**src/hdl/spd_pkg.sv**
```systemverilog
package spd_pkg;

    localparam int RING_DEPTH_DEF = 32;

    localparam int MAG_W    = 16;
    localparam int TIME_W   = 32;
    localparam int SCALED_W = 24;
    localparam int DET_W    = 25;
    localparam int BASE_W   = 40;
    localparam int QLEN_W   = 5;
    localparam int LVL_W    = 24;
    localparam int N_W      = 6;
    localparam int SUM_W    = 32;
    localparam int MA_W     = 17;
    localparam int MB_W     = 24;
    localparam int MP_W     = MA_W + MB_W;
    localparam int CFG_IDX_W = 3;
    localparam int CFG_DAT_W = 32;

    localparam logic [CFG_IDX_W-1:0] REG_SCALE  = 3'd0;
    localparam logic [CFG_IDX_W-1:0] REG_ALPHA  = 3'd1;
    localparam logic [CFG_IDX_W-1:0] REG_REFR   = 3'd2;
    localparam logic [CFG_IDX_W-1:0] REG_IDLE   = 3'd3;
    localparam logic [CFG_IDX_W-1:0] REG_QLEN   = 3'd4;
    localparam logic [CFG_IDX_W-1:0] REG_QLEVEL = 3'd5;
    localparam logic [CFG_IDX_W-1:0] REG_RATIO  = 3'd6;
    localparam logic [CFG_IDX_W-1:0] REG_PLEVEL = 3'd7;

    localparam logic [15:0]       RST_SCALE  = 16'd256;
    localparam logic [15:0]       RST_ALPHA  = 16'd6554;
    localparam logic [31:0]       RST_REFR   = 32'd250000;
    localparam logic [31:0]       RST_IDLE   = 32'd2000000;
    localparam logic [QLEN_W-1:0] RST_QLEN   = 5'd8;
    localparam logic [LVL_W-1:0]  RST_QLEVEL = 24'd0;
    localparam logic [15:0]       RST_RATIO  = 16'd128;
    localparam logic [LVL_W-1:0]  RST_PLEVEL = 24'd0;

    typedef enum logic [4:0] {
        S_IDLE, S_MOD, S_SCALE, S_BLO, S_BHI, S_ALPHA, S_UPD, S_RD1, S_RD2,
        S_CHK, S_QRD, S_QACC, S_QMUL, S_QCMP, S_SHD, S_SCMP, S_EMIT, S_FIN
    } t_state;

    typedef enum logic [2:0] {
        M_SCALE, M_BLO, M_BHI, M_ALPHA, M_QLVL, M_RATIO
    } t_msel;

    typedef struct packed {
        logic  load;
        logic  mod_sub;
        t_msel msel;
        logic  cap_scaled;
        logic  cap_plo;
        logic  cap_phi;
        logic  update;
        logic  rd;
        logic  cap_xm1;
        logic  chk;
        logic  qacc;
        logic  emit;
        logic  finish;
    } t_cmd;

    typedef struct packed {
        logic wpos_ge_len;
        logic cand;
        logic ok;
        logic idle;
        logic cnt_ge3;
        logic rem_zero;
        logic quiet_fail;
        logic lp_zero;
        logic shoulder_fail;
        logic out_free;
    } t_sts;

    function automatic logic [DET_W-1:0] abs_det(input logic signed [DET_W-1:0] v);
        abs_det = v[DET_W-1] ? DET_W'(-v) : DET_W'(v);
    endfunction

endpackage

```
**src/hdl/spd_ctrl.sv**
```systemverilog
module spd_ctrl import spd_pkg::*; (
    input  logic   i_clk,
    input  logic   i_rst_n,
    input  logic   i_in_valid,
    input  t_sts   i_sts,
    output logic   o_in_ready,
    output t_cmd   o_cmd
);

    t_state r_state, n_state;

    always_ff @(posedge i_clk) begin
        if (!i_rst_n) begin
            r_state <= S_IDLE;
        end else begin
            r_state <= n_state;
        end
    end

    always_comb begin
        n_state = r_state;
        unique case (r_state)
            S_IDLE:  if (i_in_valid) n_state = S_MOD;
            S_MOD:   if (!i_sts.wpos_ge_len) n_state = S_SCALE;
            S_SCALE: n_state = S_BLO;
            S_BLO:   n_state = S_BHI;
            S_BHI:   n_state = S_ALPHA;
            S_ALPHA: n_state = S_UPD;
            S_UPD:   n_state = S_RD1;
            S_RD1:   n_state = S_RD2;
            S_RD2:   n_state = S_CHK;
            S_CHK: begin
                priority if (!i_sts.cand || !i_sts.ok) n_state = S_FIN;
                else if (!i_sts.idle)                  n_state = S_EMIT;
                else if (i_sts.cnt_ge3)                n_state = S_QRD;
                else                                   n_state = S_SHD;
            end
            S_QRD:   n_state = S_QACC;
            S_QACC:  n_state = i_sts.rem_zero ? S_QMUL : S_QRD;
            S_QMUL:  n_state = S_QCMP;
            S_QCMP:  n_state = i_sts.quiet_fail ? S_FIN : S_SHD;
            S_SHD:   n_state = i_sts.lp_zero ? S_EMIT : S_SCMP;
            S_SCMP:  n_state = i_sts.shoulder_fail ? S_FIN : S_EMIT;
            S_EMIT:  if (i_sts.out_free) n_state = S_FIN;
            S_FIN:   n_state = S_IDLE;
            default: n_state = S_IDLE;
        endcase
    end

    always_comb begin
        o_cmd      = '0;
        o_cmd.msel = M_SCALE;
        o_in_ready = 1'b0;
        unique case (r_state)
            S_IDLE: begin
                o_in_ready = 1'b1;
                o_cmd.load = i_in_valid;
            end
            S_MOD:   o_cmd.mod_sub = i_sts.wpos_ge_len;
            S_SCALE: o_cmd.msel = M_SCALE;
            S_BLO: begin
                o_cmd.msel       = M_BLO;
                o_cmd.cap_scaled = 1'b1;
            end
            S_BHI: begin
                o_cmd.msel    = M_BHI;
                o_cmd.cap_plo = 1'b1;
            end
            S_ALPHA: begin
                o_cmd.msel    = M_ALPHA;
                o_cmd.cap_phi = 1'b1;
            end
            S_UPD:   o_cmd.update = 1'b1;
            S_RD1:   o_cmd.rd = 1'b1;
            S_RD2: begin
                o_cmd.rd      = 1'b1;
                o_cmd.cap_xm1 = 1'b1;
            end
            S_CHK:   o_cmd.chk = 1'b1;
            S_QRD:   o_cmd.rd = 1'b1;
            S_QACC:  o_cmd.qacc = 1'b1;
            S_QMUL:  o_cmd.msel = M_QLVL;
            S_QCMP:  o_cmd.msel = M_QLVL;
            S_SHD:   o_cmd.msel = M_RATIO;
            S_SCMP:  o_cmd.msel = M_RATIO;
            S_EMIT:  o_cmd.emit = i_sts.out_free;
            S_FIN:   o_cmd.finish = 1'b1;
            default: o_cmd = '0;
        endcase
    end

endmodule

```
**src/hdl/spd_datapath.sv**
```systemverilog
module spd_datapath import spd_pkg::*; #(
    parameter int RING_DEPTH = RING_DEPTH_DEF
) (
    input  logic                 i_clk,
    input  logic                 i_rst_n,
    input  logic                 i_cfg_valid,
    input  logic [CFG_IDX_W-1:0] i_cfg_index,
    input  logic [CFG_DAT_W-1:0] i_cfg_data,
    input  logic [MAG_W-1:0]     i_magnitude,
    input  logic [TIME_W-1:0]    i_sample_time_us,
    input  t_cmd                 i_cmd,
    output t_sts                 o_sts,
    input  logic                 i_out_ready,
    output logic                 o_out_valid,
    output logic [2*TIME_W-1:0]  o_out_data
);

    localparam int IW = (RING_DEPTH > 1) ? $clog2(RING_DEPTH) : 1;
    localparam int LW = $clog2(RING_DEPTH + 1);

    // configuration
    logic [15:0]       r_scale, r_alpha, r_ratio;
    logic [31:0]       r_refr, r_idle;
    logic [QLEN_W-1:0] r_qlen;
    logic [LVL_W-1:0]  r_qlevel, r_plevel;

    always_ff @(posedge i_clk) begin
        if (!i_rst_n) begin
            r_scale  <= RST_SCALE;
            r_alpha  <= RST_ALPHA;
            r_refr   <= RST_REFR;
            r_idle   <= RST_IDLE;
            r_qlen   <= RST_QLEN;
            r_qlevel <= RST_QLEVEL;
            r_ratio  <= RST_RATIO;
            r_plevel <= RST_PLEVEL;
        end else if (i_cfg_valid) begin
            unique case (i_cfg_index)
                REG_SCALE:  r_scale  <= i_cfg_data[15:0];
                REG_ALPHA:  r_alpha  <= i_cfg_data[15:0];
                REG_REFR:   r_refr   <= i_cfg_data;
                REG_IDLE:   r_idle   <= i_cfg_data;
                REG_QLEN:   r_qlen   <= i_cfg_data[QLEN_W-1:0];
                REG_QLEVEL: r_qlevel <= i_cfg_data[LVL_W-1:0];
                REG_RATIO:  r_ratio  <= i_cfg_data[15:0];
                REG_PLEVEL: r_plevel <= i_cfg_data[LVL_W-1:0];
                default: ;
            endcase
        end
    end

    // ring length, capped at the memory depth
    logic [QLEN_W:0] qlen_p3;
    logic [LW-1:0]   len;
    assign qlen_p3 = {1'b0, r_qlen} + (QLEN_W+1)'(3);
    assign len = (int'(qlen_p3) > RING_DEPTH) ? LW'(RING_DEPTH) : LW'(qlen_p3);

    function automatic logic [IW-1:0] dec_slot(input logic [IW-1:0] p, input logic [LW-1:0] l);
        logic [LW-1:0] t;
        t = l - LW'(1);
        dec_slot = (p == '0) ? t[IW-1:0] : p - IW'(1);
    endfunction

    // item registers
    logic [MAG_W-1:0]    r_mag;
    logic [TIME_W-1:0]   r_ts;
    logic [SCALED_W-1:0] r_scaled;
    logic [MP_W-1:0]     r_prod;
    logic [36:0]         r_plo, r_phi;
    logic signed [DET_W-1:0] r_det, r_xm1;
    logic [IW-1:0]       r_ptr;
    logic [SUM_W-1:0]    r_sum;
    logic [QLEN_W-1:0]   r_rem, r_count;

    // state
    logic [BASE_W-1:0]   r_base;
    logic                r_seeded;
    logic [IW-1:0]       r_wpos;
    logic [N_W-1:0]      r_n;
    logic [TIME_W-1:0]   r_prev_time, r_last_time, r_step_ctr;
    logic                r_have_step;
    logic [LVL_W-1:0]    r_last_peak;

    // shared multiplier, one product per cycle
    logic [MA_W-1:0] mul_a;
    logic [MB_W-1:0] mul_b;
    logic [MA_W-1:0] alpha_c;
    assign alpha_c = 17'h10000 - {1'b0, r_alpha};

    always_comb begin
        unique case (i_cmd.msel)
            M_SCALE: begin mul_a = {1'b0, r_scale};     mul_b = MB_W'(r_mag);          end
            M_BLO:   begin mul_a = alpha_c;             mul_b = MB_W'(r_base[19:0]);   end
            M_BHI:   begin mul_a = alpha_c;             mul_b = MB_W'(r_base[39:20]);  end
            M_ALPHA: begin mul_a = {1'b0, r_alpha};     mul_b = r_scaled;              end
            M_QLVL:  begin mul_a = MA_W'(r_count);      mul_b = r_qlevel;              end
            M_RATIO: begin mul_a = {1'b0, r_ratio};     mul_b = r_last_peak;           end
            default: begin mul_a = '0;                  mul_b = '0;                    end
        endcase
    end

    always_ff @(posedge i_clk) begin
        r_prod <= MP_W'(mul_a) * MP_W'(mul_b);
    end

    // baseline update: alpha*scaled + ((65536-alpha)*baseline >> 16); the first sample seeds it with scaled << 16
    logic [BASE_W+1:0]   base_sum;
    logic [BASE_W-1:0]   new_base;
    logic signed [DET_W-1:0] new_det;
    assign base_sum = (BASE_W+2)'(r_prod[BASE_W-1:0]) + (BASE_W+2)'({r_phi, 4'b0000})
                    + (BASE_W+2)'(r_plo[36:16]);
    assign new_base = r_seeded ? base_sum[BASE_W-1:0] : {r_scaled, 16'h0000};
    assign new_det  = r_seeded ? ({1'b0, r_scaled} - {1'b0, new_base[39:16]}) : '0;

    // ring memory with per-entry valid bits
    logic signed [DET_W-1:0] ring [RING_DEPTH];
    logic [RING_DEPTH-1:0]   r_ring_vld;
    logic signed [DET_W-1:0] r_rdata;
    logic                    r_rvld;
    logic signed [DET_W-1:0] rd_val;

    always_ff @(posedge i_clk) begin
        if (i_cmd.update) ring[r_wpos] <= new_det;
        if (i_cmd.rd) r_rdata <= ring[r_ptr];
    end

    always_ff @(posedge i_clk) begin
        if (!i_rst_n) begin
            r_ring_vld <= '0;
        end else if (i_cmd.update) begin
            r_ring_vld[r_wpos] <= 1'b1;
        end
    end

    always_ff @(posedge i_clk) begin
        if (i_cmd.rd) r_rvld <= r_ring_vld[r_ptr];
    end

    assign rd_val = r_rvld ? r_rdata : '0;

    // peak tests
    logic [DET_W-1:0]  pk;
    logic [TIME_W-1:0] dt;
    logic [N_W-1:0]    n_m1;
    logic [QLEN_W-1:0] count;
    logic [LW-1:0]     wpos_ext, wpos_inc;
    assign pk       = abs_det(r_xm1);
    assign dt       = r_prev_time - r_last_time;
    assign n_m1     = r_n - N_W'(1);
    assign count    = (n_m1 > N_W'(r_qlen)) ? r_qlen : n_m1[QLEN_W-1:0];
    assign wpos_ext = LW'(r_wpos);
    assign wpos_inc = wpos_ext + LW'(1);

    always_comb begin
        o_sts.wpos_ge_len   = (wpos_ext >= len);
        o_sts.cand          = (r_n >= N_W'(2)) && (rd_val < r_xm1) && (r_xm1 > r_det)
                              && (pk >= DET_W'(r_plevel));
        o_sts.ok            = !r_have_step || (dt >= r_refr);
        o_sts.idle          = r_have_step && (dt > r_idle);
        o_sts.cnt_ge3       = (count >= QLEN_W'(3));
        o_sts.rem_zero      = (r_rem == '0);
        o_sts.quiet_fail    = (MP_W'(r_sum) < r_prod);
        o_sts.lp_zero       = (r_last_peak == '0);
        o_sts.shoulder_fail = (MP_W'({pk, 8'h00}) < r_prod);
        o_sts.out_free      = !o_out_valid || i_out_ready;
    end

    // payload registers
    always_ff @(posedge i_clk) begin
        if (i_cmd.load) begin
            r_mag <= i_magnitude;
            r_ts  <= i_sample_time_us;
        end
        if (i_cmd.cap_scaled) r_scaled <= r_prod[SCALED_W+7:8];
        if (i_cmd.cap_plo)    r_plo    <= r_prod[36:0];
        if (i_cmd.cap_phi)    r_phi    <= r_prod[36:0];
        if (i_cmd.update) begin
            r_det <= new_det;
            r_ptr <= dec_slot(r_wpos, len);
        end else if (i_cmd.rd) begin
            r_ptr <= dec_slot(r_ptr, len);
        end
        if (i_cmd.cap_xm1) r_xm1 <= rd_val;
        if (i_cmd.chk) begin
            r_sum   <= SUM_W'(abs_det(rd_val));
            r_rem   <= count - QLEN_W'(1);
            r_count <= count;
        end else begin
            if (i_cmd.rd)   r_rem <= r_rem - QLEN_W'(1);
            if (i_cmd.qacc) r_sum <= r_sum + SUM_W'(abs_det(rd_val));
        end
    end

    // detector state
    always_ff @(posedge i_clk) begin
        if (!i_rst_n) begin
            r_base      <= '0;
            r_seeded    <= 1'b0;
            r_wpos      <= '0;
            r_n         <= '0;
            r_prev_time <= '0;
            r_last_time <= '0;
            r_step_ctr  <= '0;
            r_have_step <= 1'b0;
            r_last_peak <= '0;
            o_out_valid <= 1'b0;
        end else begin
            if (i_cmd.mod_sub) r_wpos <= IW'(wpos_ext - len);
            if (i_cmd.update) begin
                r_base   <= new_base;
                r_seeded <= 1'b1;
            end
            if (i_cmd.emit) begin
                o_out_valid <= 1'b1;
                r_step_ctr  <= r_step_ctr + TIME_W'(1);
                r_last_time <= r_prev_time;
                r_have_step <= 1'b1;
                r_last_peak <= pk[LVL_W-1:0];
            end else if (i_out_ready) begin
                o_out_valid <= 1'b0;
            end
            if (i_cmd.finish) begin
                r_prev_time <= r_ts;
                if (r_n != '1) r_n <= r_n + N_W'(1);
                r_wpos <= (wpos_inc == len) ? '0 : IW'(wpos_inc);
            end
        end
    end

    always_ff @(posedge i_clk) begin
        if (i_cmd.emit) o_out_data <= {r_step_ctr, r_prev_time};
    end

endmodule

```
**src/hdl/step_peak_detector.sv**
```systemverilog
// step peak detector
// input stream: one word per accelerometer sample (magnitude, timestamp in us).
// output stream: one word per detected step (peak timestamp, running step number).
// config channel: register index and data, always ready; the user must write
// it only while idle, since the block itself does not enforce this. each sample
// runs through a sequencer around one shared 17x24 multiplier: scale, two
// partial products of the baseline average, alpha term, then two ring memory
// reads for the local-maximum check, a check state and a finish state, plus an
// emit state when it emits a step. a candidate in idle mode adds a read and an
// accumulate state per further quiet-window entry (count-1 entries, up to 30)
// plus the multiply and compare states. after a window length change the write
// pointer is folded back by repeated subtraction of the ring length.
// a new sample is taken once the previous one is finished; a step result
// sits in an output register, and the sequencer waits only if a second step
// is ready while the first is still not taken by the receiver.
// reset clears the configuration to defaults, the baseline, counters and
// the ring valid bits (unwritten ring entries read as zero).
module step_peak_detector import spd_pkg::*; #(
    parameter int RING_DEPTH = RING_DEPTH_DEF
) (
    input  logic                 i_clk,
    input  logic                 i_rst_n,
    input  logic                 i_s_axis_tvalid,
    output logic                 o_s_axis_tready,
    input  logic [47:0]          i_s_axis_tdata,   // magnitude[15:0], sample_time_us[47:16]
    output logic                 o_m_axis_tvalid,
    input  logic                 i_m_axis_tready,
    output logic [63:0]          o_m_axis_tdata,   // step_time_us[31:0], step_number[63:32]
    input  logic                 i_cfg_valid,
    output logic                 o_cfg_ready,
    input  logic [CFG_IDX_W-1:0] i_cfg_index,
    input  logic [CFG_DAT_W-1:0] i_cfg_data
);

    t_cmd cmd;
    t_sts sts;

    assign o_cfg_ready = 1'b1;

    spd_ctrl u_ctrl (
        .i_clk      (i_clk),
        .i_rst_n    (i_rst_n),
        .i_in_valid (i_s_axis_tvalid),
        .i_sts      (sts),
        .o_in_ready (o_s_axis_tready),
        .o_cmd      (cmd)
    );

    spd_datapath #(.RING_DEPTH(RING_DEPTH)) u_dp (
        .i_clk            (i_clk),
        .i_rst_n          (i_rst_n),
        .i_cfg_valid      (i_cfg_valid),
        .i_cfg_index      (i_cfg_index),
        .i_cfg_data       (i_cfg_data),
        .i_magnitude      (i_s_axis_tdata[15:0]),
        .i_sample_time_us (i_s_axis_tdata[47:16]),
        .i_cmd            (cmd),
        .o_sts            (sts),
        .i_out_ready      (i_m_axis_tready),
        .o_out_valid      (o_m_axis_tvalid),
        .o_out_data       (o_m_axis_tdata)
    );

endmodule
```
**config.mk**
```make
export PLATFORM = sky130hd
export DESIGN_NAME = step_peak_detector
export DESIGN_NICKNAME = d
export VERILOG_FILES = /design/src/hdl/spd_pkg.sv /design/src/hdl/spd_ctrl.sv /design/src/hdl/spd_datapath.sv /design/src/hdl/step_peak_detector.sv
export SDC_FILE = /design/constraint.sdc
export NUM_CORES = 2
export LEC_CHECK = 0
export ABC_AREA = 1
export BUFFER_PORTS_ARGS = -buffer_cell sky130_fd_sc_hd__buf_2
export CORE_MARGIN = 2
export CORE_UTILIZATION = 50
export DETAILED_ROUTE_END_ITERATION = 7
export HOLD_SLACK_MARGIN = 0.05
export PLACE_DENSITY = 0.72
export RECOVER_POWER = 50
export SYNTH_ARGS = -nofsm -noshare
export SYNTH_HDL_FRONTEND = slang
export SYNTH_SLANG_ARGS = --single-unit
```
**constraint.sdc**
```tcl
create_clock -name i_clk -period 7.3 [get_ports i_clk]
set_input_delay 1.46 -clock i_clk [delete_from_list [all_inputs] [get_ports i_clk]]
set_output_delay 1.46 -clock i_clk [all_outputs]
set_load 0.005 [all_outputs]
```
-- After elaboration in Yosys (flattened, before gate mapping)
Memories as Yosys holds them, arrays and structs flattened. A register that Yosys moved wholly into a read port is not among the register bits.
Index checks and enable logic that the tools add are counted.
- register bits: 724
- RAM bits: 800
- input bits: 88
- memories kept: 1
- $mul: 1
- order comparisons: 15
- add/subtract/negate cells: 19
- eq/ne operators: 34
- mux-type cells: 53
- bitwise operators: 1
- reductions and logical operators: 38
- memories (name ; words ; bits a word ; rd ports ; clocked after Yosys merged registers in ; wr ports ; line ; source):
    u_dp.ring ; 32 ; 25 ; 1 ; 1 ; 1 ; spd_datapath.sv:116 ; logic signed [DET_W-1:0] ring [RING_DEPTH];
- operators with widths (cell ; number):
    $mux 25 ; 6
    $pmux 24 s6 ; 1
    $mux 5 ; 17
    $pmux 17 s5 ; 1
    $pmux 5 s17 ; 1
    $neg 25->25 ; 2
    $lt 32x41->1 ; 1
    $lt 33x41->1 ; 1
    $mul 17x24->41 ; 1
    $add 40x21->40 ; 1
    $add 40x40->40 ; 1
    $eq 5x4->1 const B ; 8
    $mux 40 ; 1
    $add 32x1->32 const B ; 1
    $add 32x25->32 ; 1
    $ge 32x32->1 ; 1
    $gt 32x32->1 ; 1
    $or 32x32->32 ; 1
    $sub 32x32->32 ; 1
    $ge 25x24->1 ; 1
    $gt 25x25->1 ; 1
    $lt 25x25->1 ; 1
    $sub 24x24->25 ; 1
    $sub 5x1->5 const B ; 5
    other kinds (41) ; 104

-- Longest topological paths before layout
- word-level depth: 9
- depth in mapped cells: 41
- gate-level depth less buffers: 39

-- Modules after synthesis
Synthesis repeated with hierarchy kept, for this count alone.
- cells, all modules: 9320
- area, all modules: 86834.5 um^2
- modules (own cells, without submodules) (module ; area an instance (um^2) ; instances ; cells each ; sequential area each (um^2)):
    spd_datapath ; 86242.7 ; 1 ; 9204 ; 41690.0
    spd_ctrl ; 580.6 ; 1 ; 114 ; 100.1
    step_peak_detector ; 11.3 ; 1 ; 2 ; 0.0

-- Least setup slack after synthesis
Ideal clock, no wire load.
- path type: register -> register
- start point: reg u_ctrl.r_state[4]
- end point: reg u_dp.r_prod[36]
- cell stages (with the launch flop): 36
- slack: -0.208 ns
- setup time: 0.120 ns
- period minus slack after synthesis: 7.508 ns
- arrival time: 7.388 ns
- path buffers: 3
- path through: dfxtp_1 buf_6 nor2_2 inv_2 nor2_4 inv_2 nor2_4 buf_1 a211oi_1 and2_2 inv_2 buf_6 nand2_1 fa_1 inv_1 fa_1 inv_1 fa_1 inv_1 fa_1 fa_1 inv_1 fa_1 inv_1 ha_1 a21oi_1 inv_1 a21oi_1 o21ai_0 nand2_1 o211ai_1 nand3_1 nand3_1 nand3_1 nand2_1 xor2_1
- longest elaborated chain between the ends: 7
- elaborated cells on any way between the ends: 20
- those cells by class: mul: 1; eq/ne: 12; mux: 3; reduce/logical: 4
- RTL lines (what ; line ; source):
    start, declared ; spd_ctrl.sv:10 ; t_state r_state, n_state;
    start signal, assigned ; spd_ctrl.sv:16 ; r_state <= n_state;
    $eq 5x4->1 ; spd_ctrl.sv:54 ; unique case (r_state)
    $reduce_or 2->1 (no line) ; n/a ;
    $pmux 3 s5 (*) ; spd_ctrl.sv:54 ;
    $eq 3x1->1 / $eq 3x2->1 (equally long branches) ; spd_datapath.sv:91 ; unique case (i_cmd.msel)
    $reduce_or 2->1 (no line) ; n/a ;
    $pmux 17 s5 ; spd_datapath.sv:91 ;
    $mul 17x24->41 (*) ; spd_datapath.sv:103 ; r_prod <= MP_W'(mul_a) * MP_W'(mul_b);
    end signal, assigned ; spd_datapath.sv:103 ;
    end, declared ; spd_datapath.sv:68 ; logic [MP_W-1:0] r_prod;
Every way passes the cells marked *; elsewhere a longest branch is shown, timed or not.
A chain may end at the register's enable or synchronous reset.

-- Worst setup path after layout
- start point: reg u_dp.r_alpha[1]
- end point: reg u_dp.r_prod[36]
- longest elaborated chain between the ends: 3
- RTL lines (what ; line ; source):
    start, declared ; spd_datapath.sv:22 ; logic [15:0] r_scale, r_alpha, r_ratio;
    start signal, assigned ; spd_datapath.sv:40 ; REG_ALPHA: r_alpha <= i_cfg_data[15:0];
    $sub 17x16->17 ; spd_datapath.sv:88 ; assign alpha_c = 17'h10000 - {1'b0, r_alpha};
    $pmux 17 s5 (*) ; spd_datapath.sv:91 ;
    $mul 17x24->41 (*) ; spd_datapath.sv:103 ;
Marks and branches as above.

==> impl_results.md <==
- Total count of max-transition violations in the final report: ~1,700
- Register-to-register path setup slack: around 120 ps
- Height of the die: 418 um
- Number of buffers inserted during clock tree synthesis: 161
- Required @ worst endpoint: about 8000 ps
- Max_slew headroom: -2.11
- Maxcap violations: 40
- Register clock-pin slew on the reported worst setup and hold paths: ~80 ps
- Clock insertion delay at the later pin of the skew report: ~830 ps
- Violations in the final reports: capacitance limit, slew limit
- Yosys cell types: 72
- Worst hold path type: reg2reg
- Die footprint: approximately 170,000 um2
- Worst-case clock skew: about 71 ps
- Last weighted congestion value of the routability-driven placer: 1.02
- Period Utilization, post-route: 0.983
- Clock sink count: about 1,500
- Fmax: roughly 140 MHz
- Most frequently used flop master after synthesis: sky130_fd_sc_hd__edfxtp_1
- RSZ-0062 raised after global routing: true
- Final global-route overflow total: 0
- Worst hold slack across all endpoints: around 430 ps
- First-pass GRT wire length: roughly 400,000 um
- Core footprint: around 170,000 um2
- Final Cell Area: 97,700 um2
- Port Buf Inserts: 153
- Min cycle time layout: about 7000 ps
- Number of failing hold endpoints at the final stage: 0
- Starting DRT DRC Count: 6,991
- Die Wd: 418 um
- Count of flip-flops with a built-in enable after synthesis: about 1,100
- Run status: finished, violations left
- Ys async rst share: 0
- Critical path buffers and inverters: 10
- WL/cell: 22.0 um
- Critical Setup Path Class: reg2reg
- Crit path DAT: about 7900 ps
- Maximum clock insertion buffer count: 3
- Transition time of the tightest slew-check pin: ~4700 ps
- DR vias/cell: 5.71
- Flops & latches, synth: 1,533
- Number of antenna violations at the first check in global routing: 15
- Overall power of the completed layout: about 23 mW
- Slowest cell on the critical path: sky130_fd_sc_hd__fa_1
- GRT Resource Usage Total: 0.298
- Static leakage: between 40 and 50 nW
- Post-Place Cells: around 12,000
- Layout Area Growth over Synthesis: 13.9%
- Setup Total Neg Slack: 0 ps
- Final cell utilization of the core: 0.571
- Final-report setup violation count: 0
- CP Launch Type: flop
- Total number of vias: between 60,000 and 70,000
- Number of fill cells in the layout: about 15,000
- Clock tree from TritonCTS: yes
- Root buffer cell: sky130_fd_sc_hd__clkbuf_16
- Avg Synthesized Cell Area: 9.34 um2
- Post-Place Worst Slack: -238 ps
- Peak fanout along the critical path: 6
- I/O pin total: 155
- Synthesized netlist cell count: just over 9,000
- Type of destination of the critical path: flop
- Sequential element share of the synthesized area: 0.487
- Initial Util: 0.501
- Detailed placement HPWL: about 190,000 um
- Count of H-tree levels built during CTS: 4
- Dominant delay contributor by cell family on the critical path: adder cells
- Largest net degree at the start of global routing: 180
- PD cells: approximately 240 nW/um2
- Placed inst area: just over 90,000 um2
- Antenna violation net count after detailed routing: 0
- Detailed-router iteration count before antenna repair: 6
- Count of unresolved DRC violations after routing: 0
- Yosys warns: 0
- Final Worst Setup Slack: about 120 ps
- Number of global-route vias before repair: approximately 66,000
- Maximum resistive drop on vdd: 0.225 mV
- Total wire length: ~260,000 um
- Final-stage net count: approximately 11,000
- Final standard cell count with taps included and fillers excluded: around 12,000
- Post-synthesis instance area: 85,800 um2
- Share of final-layout standard cells stronger than drive strength 1: 0.109
- Largest stage delay, worst path: approximately 600 ps
- Number of placement rows: approximately 150
[per-layer routing]
metal	global-route usage	wire length, um	vias to the layer above
met5	0	100	-
met1	0.400	107000	33100
met2	0.480	123000	3063
li1	-	-	31700
met4	0.138	13200	10
met3	0.0402	21100	599
[where the power goes]
part	leakage (nW)	total [mW]	internal [mW]	switching, mW
combinational	24.2	5.34	2.12	3.22
clock	2.54	8.27	4.70	3.56
sequential	13.3	9.70	9.45	0.250
total	40.0	23.3	16.3	7.04
[layout make-up]
| cell class | count | area (um2) | share of cell area |
|---|---|---|---|
| clock buffers | 206 | 4290 | 0.0439 |
| repair buffers | 647 | 4440 | 0.0454 |
| flip-flops and latches | 1533 | 41800 | 0.428 |
| inverters | 1199 | 4530 | 0.0464 |
| diodes | 8 | 20.0 | 0.000205 |
| clock inverters | 88 | 1010 | 0.0103 |
| multi-input cells | 6082 | 38800 | 0.397 |
| well taps | 2233 | 2790 | 0.0286 |
[worst reg2reg max path: cells and delay by family (launching register included)]
kind            cells  cell delay [ps]
fa+ha+maj           8             3610
simple gates       21             1830
buf+inv            10              990
flops               1              330
compound gates      1              180
xor+xnor            1              140
[sequential cells by signal (all words and copies together) (netlist names), 32 cells and up]
register / flops
u_dp.r_ts: 32
u_dp.o_out_data: 64
u_dp.r_prod: 41
u_dp.r_sum: 32
u_dp.r_idle: 32
u_dp.ring: 800
u_dp.r_last_time: 32
u_dp.r_step_ctr: 32
u_dp.r_refr: 32
u_dp.r_prev_time: 32
u_dp.r_phi: 36
u_dp.r_base: 40
u_dp.r_ring_vld: 32
[cell usage in the layout, fill, tap and decap left out, types with 186 or more instances in the layout]
cell type,Yosys,layout
sky130_fd_sc_hd__inv_1,1166,1142
sky130_fd_sc_hd__nor2_1,1346,1299
sky130_fd_sc_hd__o21ai_0,1009,994
sky130_fd_sc_hd__nand3_1,194,186
sky130_fd_sc_hd__buf_4,11,418
sky130_fd_sc_hd__nand2_1,1286,1271
sky130_fd_sc_hd__edfxtp_1,1109,1109
sky130_fd_sc_hd__ha_1,475,460
sky130_fd_sc_hd__fa_1,351,337
sky130_fd_sc_hd__dfxtp_1,424,419
sky130_fd_sc_hd__o22ai_1,254,254
sky130_fd_sc_hd__a21oi_1,497,467
[cells in the mapped netlist, types with 26 or more instances]
master	n	area, um2
sky130_fd_sc_hd__buf_2	48	240
sky130_fd_sc_hd__nand3_1	194	971
sky130_fd_sc_hd__fa_1	351	7030
sky130_fd_sc_hd__o21ai_0	1009	5050
sky130_fd_sc_hd__xnor2_1	49	429
sky130_fd_sc_hd__ha_1	475	5940
sky130_fd_sc_hd__nand2_1	1286	4830
sky130_fd_sc_hd__a31oi_1	26	163
sky130_fd_sc_hd__o211ai_1	44	330
sky130_fd_sc_hd__nor2_1	1346	5050
sky130_fd_sc_hd__inv_2	26	97.6
sky130_fd_sc_hd__o22ai_1	254	1590
sky130_fd_sc_hd__clkbuf_1	291	1090
sky130_fd_sc_hd__dfxtp_1	424	8490
sky130_fd_sc_hd__nand4_1	64	400
sky130_fd_sc_hd__inv_1	1166	4380
sky130_fd_sc_hd__xor2_1	117	1020
sky130_fd_sc_hd__nor3_1	78	390
sky130_fd_sc_hd__edfxtp_1	1109	33300
sky130_fd_sc_hd__a21oi_1	497	2490
[final timing paths]
path / from / to / cells after the start
max reg2reg: u_dp.r_alpha[1] / u_dp.r_prod[36] / 41
min: u_dp.r_prev_time[0] / u_dp.o_out_data[0] / 0
min reg2reg: u_dp.r_prev_time[0] / u_dp.o_out_data[0] / 0
max: u_dp.r_alpha[1] / u_dp.r_prod[36] / 41
[cells by family after synthesis]
kind of cell / count (synthesis) / synth area share
DFF: 1533 / 0.487
muxes: 2 / 0.000233
adders and majority gates: 826 / 0.151
xor gates and xnor gates: 166 / 0.0169
buffers and inverters: 1574 / 0.0706
AOI/OAI and AO/OA: 1996 / 0.128
other: 2 / 0.0000875
and+or+nand+nor: 3087 / 0.146
[repair_timing]
action | 4_1_cts | 5_1_grt
gates resized for setup | 10 | 188
pin swaps | 3 | 93
buffers inserted | 2 | 13
hold buffers | 0 | 0
setup endpoints to repair | 16 | 26
cloned | 0 | 1
(Power assumes the default switching activity.)
